$ cat config.mk
export PLATFORM = sky130hd
export DESIGN_NAME = coeff_level_rate_estimator_unit_flat
export DESIGN_NICKNAME = d
export VERILOG_FILES = /design/src/clre_pkg.sv /design/src/clre_in_if.sv /design/src/clre_out_if.sv /design/src/clre_front.sv /design/src/clre_queue.sv /design/src/clre_back.sv /design/src/coeff_level_rate_estimator_unit.sv /design/src/flat_wrapper.sv
export SDC_FILE = /design/constraint.sdc
export NUM_CORES = 1
export LEC_CHECK = 0
export BUFFER_PORTS_ARGS = -buffer_cell sky130_fd_sc_hd__buf_4
export CAP_MARGIN = 20
export CELL_PAD_IN_SITES_DETAIL_PLACEMENT = 1
export CELL_PAD_IN_SITES_GLOBAL_PLACEMENT = 1
export CORE_MARGIN = 4
export CORE_UTILIZATION = 49
export CTS_CLUSTER_SIZE = 12
export DETAILED_ROUTE_END_ITERATION = 8
export PLACE_DENSITY_LB_ADDON = 0.1
export SKIP_CTS_REPAIR_TIMING = 1
export SLEW_MARGIN = 20
export SYNTH_ARGS = -nofsm -noshare
export SYNTH_HDL_FRONTEND = slang
export SYNTH_SLANG_ARGS = --single-unit
$ cat constraint.sdc
create_clock -name clk_i -period 15.6 [get_ports clk_i]
set_input_delay 3.12 -clock clk_i [delete_from_list [all_inputs] [get_ports clk_i]]
set_output_delay 3.12 -clock clk_i [all_outputs]
set_load 0.1 [all_outputs]
$ cat src/clre_pkg.sv
// ----------------------------------------------------------------------------
// clre_pkg
// shared widths, constants, tables and types of the coefficient level rate
// estimator
// ----------------------------------------------------------------------------
package clre_pkg;

  localparam int LevelW    = 16;
  localparam int StateW    = 7;
  localparam int RiceW     = 3;
  localparam int CountW    = 5;
  localparam int LimitW    = 5;
  localparam int RateW     = 22;
  localparam int CostW     = 18;
  localparam int FlagCostW = CostW + 1;
  localparam int BitsW     = 7;
  localparam int OneBitSh  = 15;

  localparam int DefQueueDepth = 2;

  localparam int RemainReduction = 3;
  localparam logic [RiceW-1:0] MaxRice = 3'd4;

  // configuration port
  localparam int AddrW = 3;
  localparam int DataW = 32;
  localparam logic RegGreater1Limit = 1'b0;
  localparam logic RegGreater2Limit = 1'b1;
  localparam logic [LimitW-1:0] Greater1LimitRst = 5'd8;
  localparam logic [LimitW-1:0] Greater2LimitRst = 5'd1;

  localparam logic [6:0] RiceSpan [5] = '{7'd7, 7'd14, 7'd26, 7'd46, 7'd78};
  localparam logic [3:0] RicePrefixMax [5] = '{4'd8, 4'd7, 4'd6, 4'd5, 4'd4};

  localparam logic [CostW-1:0] BinCost [128] = '{
    18'h08000, 18'h08000, 18'h076da, 18'h089a0, 18'h06e92, 18'h09340, 18'h0670a, 18'h09cdf,
    18'h06029, 18'h0a67f, 18'h059dd, 18'h0b01f, 18'h05413, 18'h0b9bf, 18'h04ebf, 18'h0c35f,
    18'h049d3, 18'h0ccff, 18'h04546, 18'h0d69e, 18'h0410d, 18'h0e03e, 18'h03d22, 18'h0e9de,
    18'h0397d, 18'h0f37e, 18'h03619, 18'h0fd1e, 18'h032ee, 18'h106be, 18'h02ffa, 18'h1105d,
    18'h02d37, 18'h119fd, 18'h02aa2, 18'h1239d, 18'h02836, 18'h12d3d, 18'h025f2, 18'h136dd,
    18'h023d1, 18'h1407c, 18'h021d2, 18'h14a1c, 18'h01ff2, 18'h153bc, 18'h01e2f, 18'h15d5c,
    18'h01c87, 18'h166fc, 18'h01af7, 18'h1709b, 18'h0197f, 18'h17a3b, 18'h0181d, 18'h183db,
    18'h016d0, 18'h18d7b, 18'h01595, 18'h1971b, 18'h0146c, 18'h1a0bb, 18'h01354, 18'h1aa5a,
    18'h0124c, 18'h1b3fa, 18'h01153, 18'h1bd9a, 18'h01067, 18'h1c73a, 18'h00f89, 18'h1d0da,
    18'h00eb7, 18'h1da79, 18'h00df0, 18'h1e419, 18'h00d34, 18'h1edb9, 18'h00c82, 18'h1f759,
    18'h00bda, 18'h200f9, 18'h00b3c, 18'h20a99, 18'h00aa5, 18'h21438, 18'h00a17, 18'h21dd8,
    18'h00990, 18'h22778, 18'h00911, 18'h23118, 18'h00898, 18'h23ab8, 18'h00826, 18'h24458,
    18'h007ba, 18'h24df7, 18'h00753, 18'h25797, 18'h006f2, 18'h26137, 18'h00696, 18'h26ad7,
    18'h0063f, 18'h27477, 18'h005ed, 18'h27e17, 18'h0059f, 18'h287b6, 18'h00554, 18'h29156,
    18'h0050e, 18'h29af6, 18'h004cc, 18'h2a497, 18'h0048d, 18'h2ae35, 18'h00451, 18'h2b7d6,
    18'h00418, 18'h2c176, 18'h003e2, 18'h2cb15, 18'h003af, 18'h2d4b5, 18'h0037f, 18'h2de55
  };

  // classified item between front and back
  typedef struct packed {
    logic                 mode;
    logic                 rem_en;
    logic [LevelW-1:0]    sym;
    logic [RiceW-1:0]     rice;
    logic [FlagCostW-1:0] flag_cost;
  } entry_t;

endpackage

$ cat src/clre_in_if.sv
// ----------------------------------------------------------------------------
// clre_in_if
// query channel of the rate estimator: valid/ready plus one query item
// ----------------------------------------------------------------------------
interface clre_in_if;
  logic                             valid;
  logic                             ready;
  logic                             mode;
  logic [clre_pkg::LevelW-1:0]      coeff_level;
  logic [clre_pkg::StateW-1:0]      greater1_ctx_state;
  logic [clre_pkg::StateW-1:0]      greater2_ctx_state;
  logic [clre_pkg::RiceW-1:0]       rice_param;
  logic [clre_pkg::CountW-1:0]      greater1_count;
  logic [clre_pkg::CountW-1:0]      greater2_count;

  modport source (
    output valid, mode, coeff_level, greater1_ctx_state, greater2_ctx_state,
    output rice_param, greater1_count, greater2_count,
    input  ready
  );
  modport sink (
    input  valid, mode, coeff_level, greater1_ctx_state, greater2_ctx_state,
    input  rice_param, greater1_count, greater2_count,
    output ready
  );
endinterface

$ cat src/clre_out_if.sv
// ----------------------------------------------------------------------------
// clre_out_if
// result channel of the rate estimator: valid/ready plus one rate item
// ----------------------------------------------------------------------------
interface clre_out_if;
  logic                       valid;
  logic                       ready;
  logic [clre_pkg::RateW-1:0] rate;

  modport source (output valid, rate, input ready);
  modport sink (input valid, rate, output ready);
endinterface

$ cat src/clre_front.sv
// ----------------------------------------------------------------------------
// clre_front
// accepts query items, derives base level and flag bins, prices the flag bins
// and hands a classified item to the queue
// ----------------------------------------------------------------------------
module clre_front (
  clre_in_if.sink                        in_i,
  input  logic [clre_pkg::LimitW-1:0]    g1_limit_i,
  input  logic [clre_pkg::LimitW-1:0]    g2_limit_i,
  input  logic                           full_i,
  output logic                           push_o,
  output clre_pkg::entry_t               entry_o
);

  logic                          g1_coded;
  logic                          g2_coded;
  logic [1:0]                    base;
  logic                          at_base;
  logic                          lvl_one;
  logic                          lvl_two;
  logic                          bin1;
  logic                          bin2;
  logic                          use1;
  logic                          use2;
  logic [clre_pkg::StateW-1:0]   idx1;
  logic [clre_pkg::StateW-1:0]   idx2;
  logic [clre_pkg::CostW-1:0]    cost1;
  logic [clre_pkg::CostW-1:0]    cost2;

  assign in_i.ready = !full_i;
  assign push_o     = in_i.valid && !full_i;

  always_comb begin
    g1_coded = in_i.greater1_count < g1_limit_i;
    g2_coded = in_i.greater2_count < g2_limit_i;
    base     = g1_coded ? (g2_coded ? 2'd3 : 2'd2) : 2'd1;
    at_base  = in_i.coeff_level >= clre_pkg::LevelW'(base);
    lvl_one  = in_i.coeff_level == clre_pkg::LevelW'(1);
    lvl_two  = in_i.coeff_level == clre_pkg::LevelW'(2);

    // bin values and which flags are priced
    bin1 = at_base || lvl_two;
    bin2 = at_base;
    use1 = at_base ? g1_coded : (lvl_one || lvl_two);
    use2 = at_base ? (g1_coded && g2_coded) : lvl_two;
    idx1 = in_i.greater1_ctx_state ^ clre_pkg::StateW'(bin1);
    idx2 = in_i.greater2_ctx_state ^ clre_pkg::StateW'(bin2);
    cost1 = use1 ? clre_pkg::BinCost[idx1] : '0;
    cost2 = use2 ? clre_pkg::BinCost[idx2] : '0;

    entry_o.mode      = in_i.mode;
    entry_o.rem_en    = at_base;
    entry_o.sym       = in_i.coeff_level - clre_pkg::LevelW'(base);
    entry_o.rice      = (in_i.rice_param > clre_pkg::MaxRice) ? clre_pkg::MaxRice
                                                              : in_i.rice_param;
    entry_o.flag_cost = clre_pkg::FlagCostW'(cost1) + clre_pkg::FlagCostW'(cost2);
  end

endmodule

$ cat src/clre_queue.sv
// ----------------------------------------------------------------------------
// clre_queue
// short queue of classified items between front and back
// ----------------------------------------------------------------------------
module clre_queue #(
  parameter int Depth = clre_pkg::DefQueueDepth
) (
  input  logic             clk_i,
  input  logic             rst_ni,
  input  logic             push_i,
  input  clre_pkg::entry_t entry_i,
  output logic             full_o,
  input  logic             pop_i,
  output clre_pkg::entry_t entry_o,
  output logic             empty_o
);

  localparam int PtrW = $clog2(Depth);
  localparam int CntW = $clog2(Depth + 1);

  clre_pkg::entry_t  mem_q [Depth];
  logic [PtrW-1:0]   wr_ptr_q, wr_ptr_d;
  logic [PtrW-1:0]   rd_ptr_q, rd_ptr_d;
  logic [CntW-1:0]   cnt_q, cnt_d;

  assign full_o  = cnt_q == CntW'(Depth);
  assign empty_o = cnt_q == '0;
  assign entry_o = mem_q[rd_ptr_q];

  always_comb begin
    wr_ptr_d = wr_ptr_q;
    rd_ptr_d = rd_ptr_q;
    cnt_d    = cnt_q;
    if (push_i) begin
      wr_ptr_d = (wr_ptr_q == PtrW'(Depth - 1)) ? '0 : wr_ptr_q + PtrW'(1);
    end
    if (pop_i) begin
      rd_ptr_d = (rd_ptr_q == PtrW'(Depth - 1)) ? '0 : rd_ptr_q + PtrW'(1);
    end
    if (push_i && !pop_i) begin
      cnt_d = cnt_q + CntW'(1);
    end else if (pop_i && !push_i) begin
      cnt_d = cnt_q - CntW'(1);
    end
  end

  always_ff @(posedge clk_i or negedge rst_ni) begin
    if (!rst_ni) begin
      wr_ptr_q <= '0;
      rd_ptr_q <= '0;
      cnt_q    <= '0;
    end else begin
      wr_ptr_q <= wr_ptr_d;
      rd_ptr_q <= rd_ptr_d;
      cnt_q    <= cnt_d;
    end
  end

  always_ff @(posedge clk_i) begin
    if (push_i) begin
      mem_q[wr_ptr_q] <= entry_i;
    end
  end

`ifndef NO_ASSERTIONS
  a_cnt_bound: assert property (@(posedge clk_i) disable iff (!rst_ni)
    cnt_q <= CntW'(Depth))
    else $error("queue count above depth");
  a_no_pop_empty: assert property (@(posedge clk_i) disable iff (!rst_ni)
    empty_o |-> !pop_i)
    else $error("pop from empty queue");
  a_cnt_up: assert property (@(posedge clk_i) disable iff (!rst_ni)
    push_i && !pop_i |=> cnt_q == $past(cnt_q) + CntW'(1))
    else $error("queue count missed a push");
  a_cnt_down: assert property (@(posedge clk_i) disable iff (!rst_ni)
    pop_i && !push_i |=> cnt_q == $past(cnt_q) - CntW'(1))
    else $error("queue count missed a pop");
`endif

endmodule

$ cat src/clre_back.sv
// ----------------------------------------------------------------------------
// clre_back
// prices the bypass remainder of a classified item, adds flag cost and base,
// and holds the result in the output register
// ----------------------------------------------------------------------------
module clre_back (
  input  logic             clk_i,
  input  logic             rst_ni,
  input  clre_pkg::entry_t entry_i,
  input  logic             empty_i,
  output logic             pop_o,
  clre_out_if.source       out_o
);

  logic                          out_valid_q, out_valid_d;
  logic [clre_pkg::RateW-1:0]    rate_q, rate_d;

  logic [6:0]                    span;
  logic [3:0]                    pmax;
  logic [5:0]                    thr;
  logic                          esc;
  logic [clre_pkg::LevelW-1:0]   enc_in;
  logic [3:0]                    msb;
  logic [clre_pkg::LevelW-1:0]   quot;
  logic [3:0]                    quot_cap;
  logic [clre_pkg::BitsW-1:0]    rem_bits;
  logic [clre_pkg::BitsW-1:0]    total_bits;

  always_comb begin
    span = clre_pkg::RiceSpan[entry_i.rice];
    pmax = clre_pkg::RicePrefixMax[entry_i.rice];
    thr  = 6'(clre_pkg::RemainReduction) << entry_i.rice;
    esc  = entry_i.mode ? (entry_i.sym >= clre_pkg::LevelW'(thr))
                        : (entry_i.sym >  clre_pkg::LevelW'(span));

    // shared leading-one search for both escape codes
    enc_in = entry_i.mode ? entry_i.sym - (clre_pkg::LevelW'(2) << entry_i.rice)
                          : entry_i.sym - clre_pkg::LevelW'(span);
    msb = '0;
    for (int i = 0; i < clre_pkg::LevelW; i++) begin
      if (enc_in[i]) begin
        msb = 4'(i);
      end
    end

    quot     = (entry_i.sym >> entry_i.rice) + clre_pkg::LevelW'(1);
    quot_cap = (quot > clre_pkg::LevelW'(pmax)) ? pmax : quot[3:0];

    if (!esc) begin
      rem_bits = clre_pkg::BitsW'(quot_cap) + clre_pkg::BitsW'(entry_i.rice);
    end else if (!entry_i.mode) begin
      rem_bits = clre_pkg::BitsW'({msb, 1'b1}) + clre_pkg::BitsW'(pmax)
               + clre_pkg::BitsW'(entry_i.rice);
    end else begin
      rem_bits = clre_pkg::BitsW'(4) + clre_pkg::BitsW'({msb, 1'b0})
               - clre_pkg::BitsW'(entry_i.rice);
    end

    total_bits = (entry_i.rem_en ? rem_bits : '0) + clre_pkg::BitsW'(entry_i.mode);
  end

  assign pop_o = !empty_i && (!out_valid_q || out_o.ready);

  always_comb begin
    out_valid_d = out_valid_q;
    rate_d      = rate_q;
    if (pop_o) begin
      out_valid_d = 1'b1;
      rate_d      = (clre_pkg::RateW'(total_bits) << clre_pkg::OneBitSh)
                  + clre_pkg::RateW'(entry_i.flag_cost);
    end else if (out_o.ready) begin
      out_valid_d = 1'b0;
    end
  end

  always_ff @(posedge clk_i or negedge rst_ni) begin
    if (!rst_ni) begin
      out_valid_q <= 1'b0;
    end else begin
      out_valid_q <= out_valid_d;
    end
  end

  always_ff @(posedge clk_i) begin
    rate_q <= rate_d;
  end

  assign out_o.valid = out_valid_q;
  assign out_o.rate  = rate_q;

`ifndef NO_ASSERTIONS
  a_pop_fills: assert property (@(posedge clk_i) disable iff (!rst_ni)
    pop_o |=> out_valid_q)
    else $error("popped item did not reach output register");
  a_no_overwrite: assert property (@(posedge clk_i) disable iff (!rst_ni)
    out_valid_q && !out_o.ready |-> !pop_o)
    else $error("pending result overwritten");
  a_base_bit: assert property (@(posedge clk_i) disable iff (!rst_ni)
    pop_o && entry_i.mode |=> rate_q >= clre_pkg::RateW'(1 << clre_pkg::OneBitSh))
    else $error("remainder-bin result lost its base bit");
`endif

endmodule

$ cat src/coeff_level_rate_estimator_unit.sv
// ----------------------------------------------------------------------------
// coeff_level_rate_estimator_unit
// estimates the CABAC cost of one absolute coefficient level in 1/32768 bit
// ----------------------------------------------------------------------------
// channel   direction  handshake      payload
// in_i      sink       valid / ready  mode, coeff_level, ctx states, rice, counts
// out_o     source     valid / ready  rate
// apb       slave      psel/penable   greater1 / greater2 flag limits
//
// one item per cycle sustained while out_o is not stalled; an item passes the queue, then the output register
// front prices flag bins, back prices the remainder in one leading-one search
// a stalled output holds QueueDepth items in the queue plus one in the output
// register before input ready drops; ready returns in the cycle after a pop
// reset clears queue pointers, output valid and restores the flag limits
// ----------------------------------------------------------------------------
module coeff_level_rate_estimator_unit #(
  parameter int QueueDepth = clre_pkg::DefQueueDepth
) (
  input  logic                          clk_i,
  input  logic                          rst_ni,
  clre_in_if.sink                       in_i,
  clre_out_if.source                    out_o,
  input  logic                          psel,
  input  logic                          penable,
  input  logic                          pwrite,
  input  logic [clre_pkg::AddrW-1:0]    paddr,
  input  logic [clre_pkg::DataW-1:0]    pwdata,
  output logic [clre_pkg::DataW-1:0]    prdata,
  output logic                          pready
);

  logic [clre_pkg::LimitW-1:0] g1_limit_q, g1_limit_d;
  logic [clre_pkg::LimitW-1:0] g2_limit_q, g2_limit_d;
  logic                        wr_en;
  logic                        push;
  logic                        pop;
  logic                        full;
  logic                        empty;
  clre_pkg::entry_t            push_entry;
  clre_pkg::entry_t            head_entry;

  assign pready = 1'b1;
  assign wr_en  = psel && penable && pwrite && pready;

  always_comb begin
    g1_limit_d = g1_limit_q;
    g2_limit_d = g2_limit_q;
    if (wr_en) begin
      case (paddr[2])
        clre_pkg::RegGreater1Limit: g1_limit_d = pwdata[clre_pkg::LimitW-1:0];
        clre_pkg::RegGreater2Limit: g2_limit_d = pwdata[clre_pkg::LimitW-1:0];
        default: ;
      endcase
    end
  end

  always_comb begin
    case (paddr[2])
      clre_pkg::RegGreater1Limit: prdata = clre_pkg::DataW'(g1_limit_q);
      clre_pkg::RegGreater2Limit: prdata = clre_pkg::DataW'(g2_limit_q);
      default:                    prdata = '0;
    endcase
  end

  always_ff @(posedge clk_i or negedge rst_ni) begin
    if (!rst_ni) begin
      g1_limit_q <= clre_pkg::Greater1LimitRst;
      g2_limit_q <= clre_pkg::Greater2LimitRst;
    end else begin
      g1_limit_q <= g1_limit_d;
      g2_limit_q <= g2_limit_d;
    end
  end

  clre_front u_front (
    .in_i       (in_i),
    .g1_limit_i (g1_limit_q),
    .g2_limit_i (g2_limit_q),
    .full_i     (full),
    .push_o     (push),
    .entry_o    (push_entry)
  );

  clre_queue #(
    .Depth (QueueDepth)
  ) u_queue (
    .clk_i   (clk_i),
    .rst_ni  (rst_ni),
    .push_i  (push),
    .entry_i (push_entry),
    .full_o  (full),
    .pop_i   (pop),
    .entry_o (head_entry),
    .empty_o (empty)
  );

  clre_back u_back (
    .clk_i   (clk_i),
    .rst_ni  (rst_ni),
    .entry_i (head_entry),
    .empty_i (empty),
    .pop_o   (pop),
    .out_o   (out_o)
  );

endmodule
$ cat src/flat_wrapper.sv
// flat-port wrapper written by rule: the top's interface ports become plain ports
module coeff_level_rate_estimator_unit_flat 
#(
  parameter int QueueDepth = clre_pkg::DefQueueDepth
)
  (clk_i, rst_ni, psel, penable, pwrite, paddr, pwdata, prdata, pready, in_i_valid, in_i_mode, in_i_coeff_level, in_i_greater1_ctx_state, in_i_greater2_ctx_state, in_i_rice_param, in_i_greater1_count, in_i_greater2_count, in_i_ready, out_o_valid, out_o_rate, out_o_ready);
  clre_in_if in_i_i ();
  clre_out_if out_o_i ();
  input  logic clk_i;
  input  logic rst_ni;
  input  logic psel;
  input  logic penable;
  input  logic pwrite;
  input  logic [clre_pkg::AddrW-1:0] paddr;
  input  logic [clre_pkg::DataW-1:0] pwdata;
  output logic [clre_pkg::DataW-1:0] prdata;
  output logic pready;
  input wire logic [$bits(in_i_i.valid)-1:0] in_i_valid;
  input wire logic [$bits(in_i_i.mode)-1:0] in_i_mode;
  input wire logic [$bits(in_i_i.coeff_level)-1:0] in_i_coeff_level;
  input wire logic [$bits(in_i_i.greater1_ctx_state)-1:0] in_i_greater1_ctx_state;
  input wire logic [$bits(in_i_i.greater2_ctx_state)-1:0] in_i_greater2_ctx_state;
  input wire logic [$bits(in_i_i.rice_param)-1:0] in_i_rice_param;
  input wire logic [$bits(in_i_i.greater1_count)-1:0] in_i_greater1_count;
  input wire logic [$bits(in_i_i.greater2_count)-1:0] in_i_greater2_count;
  output wire logic [$bits(in_i_i.ready)-1:0] in_i_ready;
  output wire logic [$bits(out_o_i.valid)-1:0] out_o_valid;
  output wire logic [$bits(out_o_i.rate)-1:0] out_o_rate;
  input wire logic [$bits(out_o_i.ready)-1:0] out_o_ready;
  assign in_i_i.valid = in_i_valid;
  assign in_i_i.mode = in_i_mode;
  assign in_i_i.coeff_level = in_i_coeff_level;
  assign in_i_i.greater1_ctx_state = in_i_greater1_ctx_state;
  assign in_i_i.greater2_ctx_state = in_i_greater2_ctx_state;
  assign in_i_i.rice_param = in_i_rice_param;
  assign in_i_i.greater1_count = in_i_greater1_count;
  assign in_i_i.greater2_count = in_i_greater2_count;
  assign in_i_ready = in_i_i.ready;
  assign out_o_valid = out_o_i.valid;
  assign out_o_rate = out_o_i.rate;
  assign out_o_i.ready = out_o_ready;
  coeff_level_rate_estimator_unit #(.QueueDepth(QueueDepth)) u_core (.clk_i(clk_i), .rst_ni(rst_ni), .in_i(in_i_i), .out_o(out_o_i), .psel(psel), .penable(penable), .pwrite(pwrite), .paddr(paddr), .pwdata(pwdata), .prdata(prdata), .pready(pready));
endmodule
Word level (Yosys, flattened, before mapping). Memory sizes are Yosys's and may differ from the RTL's. Index checks and enable logic that the tools add are counted.

$lt $le $gt $ge: 10. Multiplexer cells: 45. Reductions and logical operators: 20. Equality and inequality tests: 3. Bitwise gates (word level): 6. $add $sub $neg: 16. Shift-type cells: 3.

Operators by type and width (number): 18-bit 2-to-1 mux (6); 32-bit one-hot mux with 2 select lines (1); 4-bit 2-to-1 mux (15); 7-bit 2-to-1 mux (5); 22-bit by 19-bit adder with 22-bit output (1); 18-bit by 18-bit adder with 19-bit output (1); 16-bit by 1-bit adder with 16-bit output, second input constant (1); 16-bit by 1-bit equality test with 1-bit output, second input constant (1); 16-bit by 2-bit equality test with 1-bit output, second input constant (1); 16-bit by 2-bit >= comparator with 1-bit output (1); 16-bit by 6-bit >= comparator with 1-bit output (1); 8-bit >= comparator, second input constant (2); 16-bit by 4-bit > comparator with 1-bit output (1); 16-bit by 7-bit > comparator with 1-bit output (1); 16-bit 2-to-1 mux (1); 7-bit inverter with 8-bit output (2); 2-bit by 3-bit left shift with 16-bit output, first input constant (1); 16-bit by 3-bit >> shifter with 16-bit output (1); 16-bit subtractor (1); 16-bit by 2-bit subtractor with 16-bit output (1); 16-bit by 7-bit subtractor with 16-bit output (1); 7-bit by 1-bit bitwise XOR with 7-bit output (2); 1-bit 2-to-1 mux (11); 5-bit < comparator (2); other kinds (23) (42).

Flip-flop bits (word level): 37. Output and inout bits: 57. Word-level logic and storage cells: 115. Bits in read-only memories: 4696. Bits of input ports: 86. Memories kept: 5. Bits in writable memories: 80.

Memories: (no name shown) (depth 128, bits a word 18, rd ports 1, clocked after Yosys merged registers in 0, write ports 0, line clre_front.sv:49) `cost2 = use2 ? clre_pkg::BinCost[idx2] : '0;`; (no name shown) (depth 128, bits a word 18, rd ports 1, clocked after Yosys merged registers in 0, write ports 0, line clre_front.sv:48) `cost1 = use1 ? clre_pkg::BinCost[idx1] : '0;`; u_core.u_queue.mem_q (depth 2, bits a word 40, rd ports 1, clocked after Yosys merged registers in 0, write ports 1, line clre_queue.sv:21) `clre_pkg::entry_t mem_q [Depth];`; (no name shown) (depth 8, bits a word 7, rd ports 1, clocked after Yosys merged registers in 0, write ports 0, line clre_back.sv:30) `span = clre_pkg::RiceSpan[entry_i.rice];`; (no name shown) (depth 8, bits a word 4, rd ports 1, clocked after Yosys merged registers in 0, write ports 0, line clre_back.sv:31) `pmax = clre_pkg::RicePrefixMax[entry_i.rice];`.

Depth between registers and ports, before layout. An unclocked memory read counts as a cell.

Depth after elaboration: 29. Mapped depth: 42. Gate-level depth less buffers: 40.

By module. From an unflattened synthesis, not the netlist that was laid out.

Cell total of the unflattened synthesis: 1923. Area, all modules: 15761.4 µm².

By module, submodules not included: clre_front (seq. area each 0.0 µm², instances 1, cells an instance 1196, area an instance 7259.5 µm²); clre_back (seq. area each 685.7 µm², instances 1, cells an instance 528, area an instance 4538.1 µm²); clre_queue (seq. area each 2502.4 µm², instances 1, cells an instance 141, area an instance 3276.9 µm²); coeff_level_rate_estimator_unit (seq. area each 252.7 µm², instances 1, cells an instance 58, area an instance 686.9 µm²).

Worst setup path after synthesis. No wires, ideal clock.

Path kind: input to register. From: in in_i_greater1_count[1]. To: mem u_core.u_queue.mem_q[0][18] in the netlist's numbering, data pin. Buffers on the path: 2. Library setup time: 0.272 ns. Path slack: 5.153 ns. Required time: 15.328 ns. Stages: 38. Data arrival time: 10.176 ns. Path through: ha_1 > a21oi_1 > nor2b_1 > o21ai_0 > nand2b_1 > a21oi_1 > nand2b_1 > ha_1 > fa_1 > nand3_1 > a311oi_1 > nor2b_1 > xnor2_1 > inv_1 > buf_1 > ha_1 > clkbuf_1 > inv_1 > [... 2 more ...] > nor3_1 > a31oi_1 > mux4_2 > nor2b_1 > fa_1 > a21o_1 > a21oi_1 > o21bai_1 > a21oi_1 > o21bai_1 > a21oi_1 > o21bai_1 > a21oi_1 > o21bai_1 > a21oi_1 > o211ai_1 > a2111oi_0 > nor2_1.

RTL lines: from (decl) (line flat_wrapper.sv:24) `input wire logic [$bits(in_i_i.greater1_count)-1:0] in_i_greater1_count;`; to (decl) (line clre_queue.sv:21).

==> results_tabular.tex <==
\begin{tabular}{lr}
\hline
Metric & Value \\
\hline
\multicolumn{2}{l}{\textbf{Outcome}} \\
Result of the run & finished clean \\
\multicolumn{2}{l}{\textbf{Logic synthesis}} \\
Instance count of the mapped netlist & 1966 \\
Number of flops mapped to enable cells by yosys & between 100 and 150 \\
Area share of the largest cell type after synthesis & 20.28\% \\
Mux share of post-synthesis cell area & under 10\% \\
Sequential fraction of the synthesis area & between 20\% and 30\% \\
Synth Flop Type & sky130\_fd\_sc\_hd\_\_edfxtp\_1 \\
Async SR Flop Fraction & between 10 and 15\% \\
Synthesized-area fraction occupied by xor and xnor cells & roughly 4.2\% \\
Mean area per synthesized cell & 7.683 um\^{}2 \\
Summed instance area of the synthesized netlist & roughly 15000 um\^{}2 \\
Adder and majority gate portion of the synthesized area & about a tenth \\
Seq cells post-synth & around 120 \\
Distinct cell type count of the synthesized netlist & 93 \\
Combinational family with the most area after synthesis & compound AO/OA/AOI/OAI gates \\
Top post-synthesis cells by area & sky130\_fd\_sc\_hd\_\_edfxtp\_1, sky130\_fd\_sc\_hd\_\_ha\_1, sky130\_fd\_sc\_hd\_\_a21oi\_1, sky130\_fd\_sc\_hd\_\_o21ai\_0, sky130\_fd\_sc\_hd\_\_nand2\_1 \\
Post-synthesis simple-gate area fraction & about a fifth \\
Cell type contributing the most total cell area after synthesis & sky130\_fd\_sc\_hd\_\_edfxtp\_1 \\
Number of warning messages in the yosys log & 0 \\
Compound-cell area share of the yosys netlist & 29.09\% \\
\multicolumn{2}{l}{\textbf{Placement}} \\
Count of input and output buffers & 85 \\
RePlAce Congestion & between 0.9 and 1 \\
Cell Count Post-Placement & 2321 \\
DP Wirelength & about 40000 um \\
\multicolumn{2}{l}{\textbf{Power}} \\
Power per standard cell area & $\sim$200 nW/um\^{}2 \\
Power consumption & 3364 uW \\
Peak supply drop & around 0.00013 V \\
Leakage power & between 0.006 and 0.007 uW \\
\multicolumn{2}{l}{\textbf{STA}} \\
Achievable frequency & around 83 MHz \\
Max-slew violations & 0 \\
Slew headroom & between 20\% and 30\% \\
Setup Viol. Count Final & 0 \\
WHS & around 0.52 ns \\
Ratio of final minimum period to clock period & 77.14\% \\
Pin slew with the least headroom to its limit & approximately 1.1 ns \\
Final period demand of the worst path & $\sim$12 ns \\
Unrepaired setup endpoints after global routing & false \\
Setup TNS & 0 ns \\
Number of failing hold endpoints at the final stage & 0 \\
Final clock skew & roughly 0.018 ns \\
\multicolumn{2}{l}{\textbf{Final layout}} \\
Final net count & 2145 \\
Post-route core utilization & between 50\% and 60\% \\
Count of fill cells added during filler insertion & 3810 \\
Count of non-filler cells in the finished layout & roughly 2400 \\
Fraction of layout instances using a drive strength above 1 & a little under an eighth \\
Area occupied by multi-input gates & 10680 um\^{}2 \\
Layout overhead on the synthesized area & 8.308\% \\
Antenna diodes & 0 \\
Area of all sequential standard cells & 3442 um\^{}2 \\
\multicolumn{2}{l}{\textbf{Setup path}} \\
Largest fanout of any net on the critical path & 21 \\
Startpoint kind of the worst setup timing path & input port \\
Worst path slowest cell & sky130\_fd\_sc\_hd\_\_a311oi\_2 \\
Worst setup path category & input port to flip-flop \\
Top cell by count, worst path & sky130\_fd\_sc\_hd\_\_a21oi\_1 \\
Required time of the worst setup path & 15.74 ns \\
Type of element capturing the critical path & flip-flop \\
Worst stage delay on the critical path & $\sim$0.64 ns \\
Arr. time, crit path & approximately 12 ns \\
\multicolumn{2}{l}{\textbf{Clock network}} \\
Clock tree from TritonCTS & yes \\
Clk pin slew, worst setup/hold paths & $\sim$0.060 ns \\
Worst-skew pair later-pin latency & about 0.43 ns \\
Htree depth & 4 \\
Clock Path Buffers & 2 \\
Root cell of the clock tree & sky130\_fd\_sc\_hd\_\_clkbuf\_16 \\
Number of sinks on the clock net & between 100 and 150 \\
Cts bufs inserted & 17 \\
\multicolumn{2}{l}{\textbf{Route}} \\
Antenna-violating nets left & 0 \\
Pre-Repair DR Iteration Count & 6 \\
Wirelength, routed & $\sim$57000 um \\
DR vias/cell & around 6.7 \\
Detailed-route wire length per cell & between 20 and 25 um \\
Overall via count from detail\_route & about 16000 \\
DRC violation total after the first TritonRoute iteration & 1609 \\
\# DRC & 0 \\
\multicolumn{2}{l}{\textbf{Floorplanning}} \\
Count of standard-cell rows & 64 \\
Placeable core region & about 31000 um\^{}2 \\
Effective utilization at floorplan & between 40\% and 50\% \\
Area enclosed by the die boundary & about 34000 um\^{}2 \\
Die W & about 180 um \\
Die outline height & between 150 and 200 um \\
Boundary Pins & between 100 and 150 \\
\multicolumn{2}{l}{\textbf{GRT}} \\
Number of antenna violations at the first check in global routing & 0 \\
Largest net degree at the start of global routing & between 80 and 90 \\
Overall global routing resource usage & between 30\% and 40\% \\
Via count of the first global-routing pass & 15790 \\
Wire length of the first global-routing pass & roughly 89000 um \\
Total congestion overflow & 0 \\
\multicolumn{2}{l}{\textbf{Flow run}} \\
Count of max-cap constraint violations & 0 \\
\multicolumn{2}{l}{\textbf{Worst hold path}} \\
Class of the tightest hold or removal check & flip-flop to flip-flop \\
\hline
\end{tabular}
[registers in the layout (all words and copies together) (netlist names)]
name	cells
u_core.g1_limit_q	5
u_core.u_back.out_o.rate	22
u_core.u_queue.mem_q	80
u_core.u_queue.rd_ptr_q	1
u_core.u_queue.cnt_q	2
u_core.g2_limit_q	5
u_core.u_back.out_o.valid	1
u_core.u_queue.wr_ptr_q	1
[cell type report]
class                   count  area share [%]
repair buffers            106           4.986
flip-flops and latches    117           21.04
multi-input cells        1617           65.29
clock buffers              21           3.013
clock inverters            11          0.6806
well taps                 396           3.028
inverters                  85           1.965
[critical path: cells and delay by family]
kind,cells,cell delay (ns)
mux,1,0.49
simple gates,7,1.25
buf+inv,5,1.12
compound gates,19,4.55
xor+xnor,1,0.09
fa+ha+maj,4,1.54
[final timing paths]
kind	depth (start not counted)	from	slack, ns	endpoint
setup reg to reg	37	u_core.g1_limit_q[1]$_DFFE_PN0P_	5.90	u_core.u_queue.mem_q[1][18]$_DFFE_PP_
setup / recovery	37	in_i_greater1_count[1]	3.57	u_core.u_queue.mem_q[1][18]$_DFFE_PP_
max in group asynchronous	1	rst_ni	12.80	u_core.g1_limit_q[3]$_DFFE_PN1P_
hold reg to reg	2	u_core.u_back.out_o.valid$_DFFE_PN0P_	0.52	u_core.u_back.out_o.valid$_DFFE_PN0P_
hold / removal	2	u_core.u_back.out_o.valid$_DFFE_PN0P_	0.52	u_core.u_back.out_o.valid$_DFFE_PN0P_
min in group asynchronous	1	rst_ni	2.55	u_core.g2_limit_q[3]$_DFFE_PN0P_
[layer usage]
metal	track usage, %	up-vias	wire length, um
li1	-	7196	-
met1	41.24	7732	23000
met2	55.86	685	27730
met3	4.195	174	3303
met4	16.21	0	2923
met5	0	-	0
[cells in the final DEF (no fill, tap or decap), drive strengths merged, types with 43 or more instances in the layout]
master and count:
o21ai 178, edfxtp 102, a211oi 52, nand2 208, nor3 43, a21oi 180, nor2 188, inv 88
mux2i 54, buf 106, ha 107, xnor2 45
[where the power goes]
group / switching [uW] / internal, uW
Sequential: 48.2 / 509
Combinational: 1550 / 852
Clock: 158 / 246
[cells by family (layout without fill, tap and decap cells)]
| logic type | count (synthesis) | after routing |
|---|---|---|
| AO/OA/AOI/OAI | 682 | 682 |
| AND/OR/NAND/NOR | 616 | 616 |
| buffers and inverters | 258 | 223 |
| adder cells (fa/ha/maj) | 117 | 117 |
| flip-flops | 117 | 117 |
| multiplexers | 102 | 102 |
| XOR/XNOR | 72 | 72 |
| other | 2 | 28 |
[synthesized netlist by cell type, types with 12 or more instances]
cell,instances
sky130_fd_sc_hd__nand2_1,207
sky130_fd_sc_hd__nor2_1,188
sky130_fd_sc_hd__a21oi_1,179
sky130_fd_sc_hd__o21ai_0,171
sky130_fd_sc_hd__clkbuf_1,112
sky130_fd_sc_hd__ha_1,107
sky130_fd_sc_hd__edfxtp_1,102
sky130_fd_sc_hd__inv_1,73
sky130_fd_sc_hd__a211oi_1,51
sky130_fd_sc_hd__mux2i_1,49
sky130_fd_sc_hd__xnor2_1,45
sky130_fd_sc_hd__nor3_1,43
sky130_fd_sc_hd__mux2_2,41
sky130_fd_sc_hd__nand3_1,36
sky130_fd_sc_hd__a31oi_1,34
sky130_fd_sc_hd__o211ai_1,32
sky130_fd_sc_hd__buf_4,30
sky130_fd_sc_hd__nand2b_1,28
sky130_fd_sc_hd__xor2_1,27
sky130_fd_sc_hd__buf_1,24
sky130_fd_sc_hd__o22ai_1,24
sky130_fd_sc_hd__nor2b_1,21
sky130_fd_sc_hd__a21o_1,17
sky130_fd_sc_hd__or3_1,17
sky130_fd_sc_hd__a22oi_1,16
sky130_fd_sc_hd__a311oi_1,16
sky130_fd_sc_hd__and3_1,15
sky130_fd_sc_hd__dfrtp_1,13
sky130_fd_sc_hd__o221ai_1,13
sky130_fd_sc_hd__o31ai_1,12
[per-stage QoR]
step                worst slack (ns)  area (um^2)
detailed placement             3.313        15750
finish                         3.566        16360
CTS                            3.352        16350
floorplan                      5.153        15200
global placement               3.721        15720
global route                   2.861        16360
(Power assumes the default switching activity.)
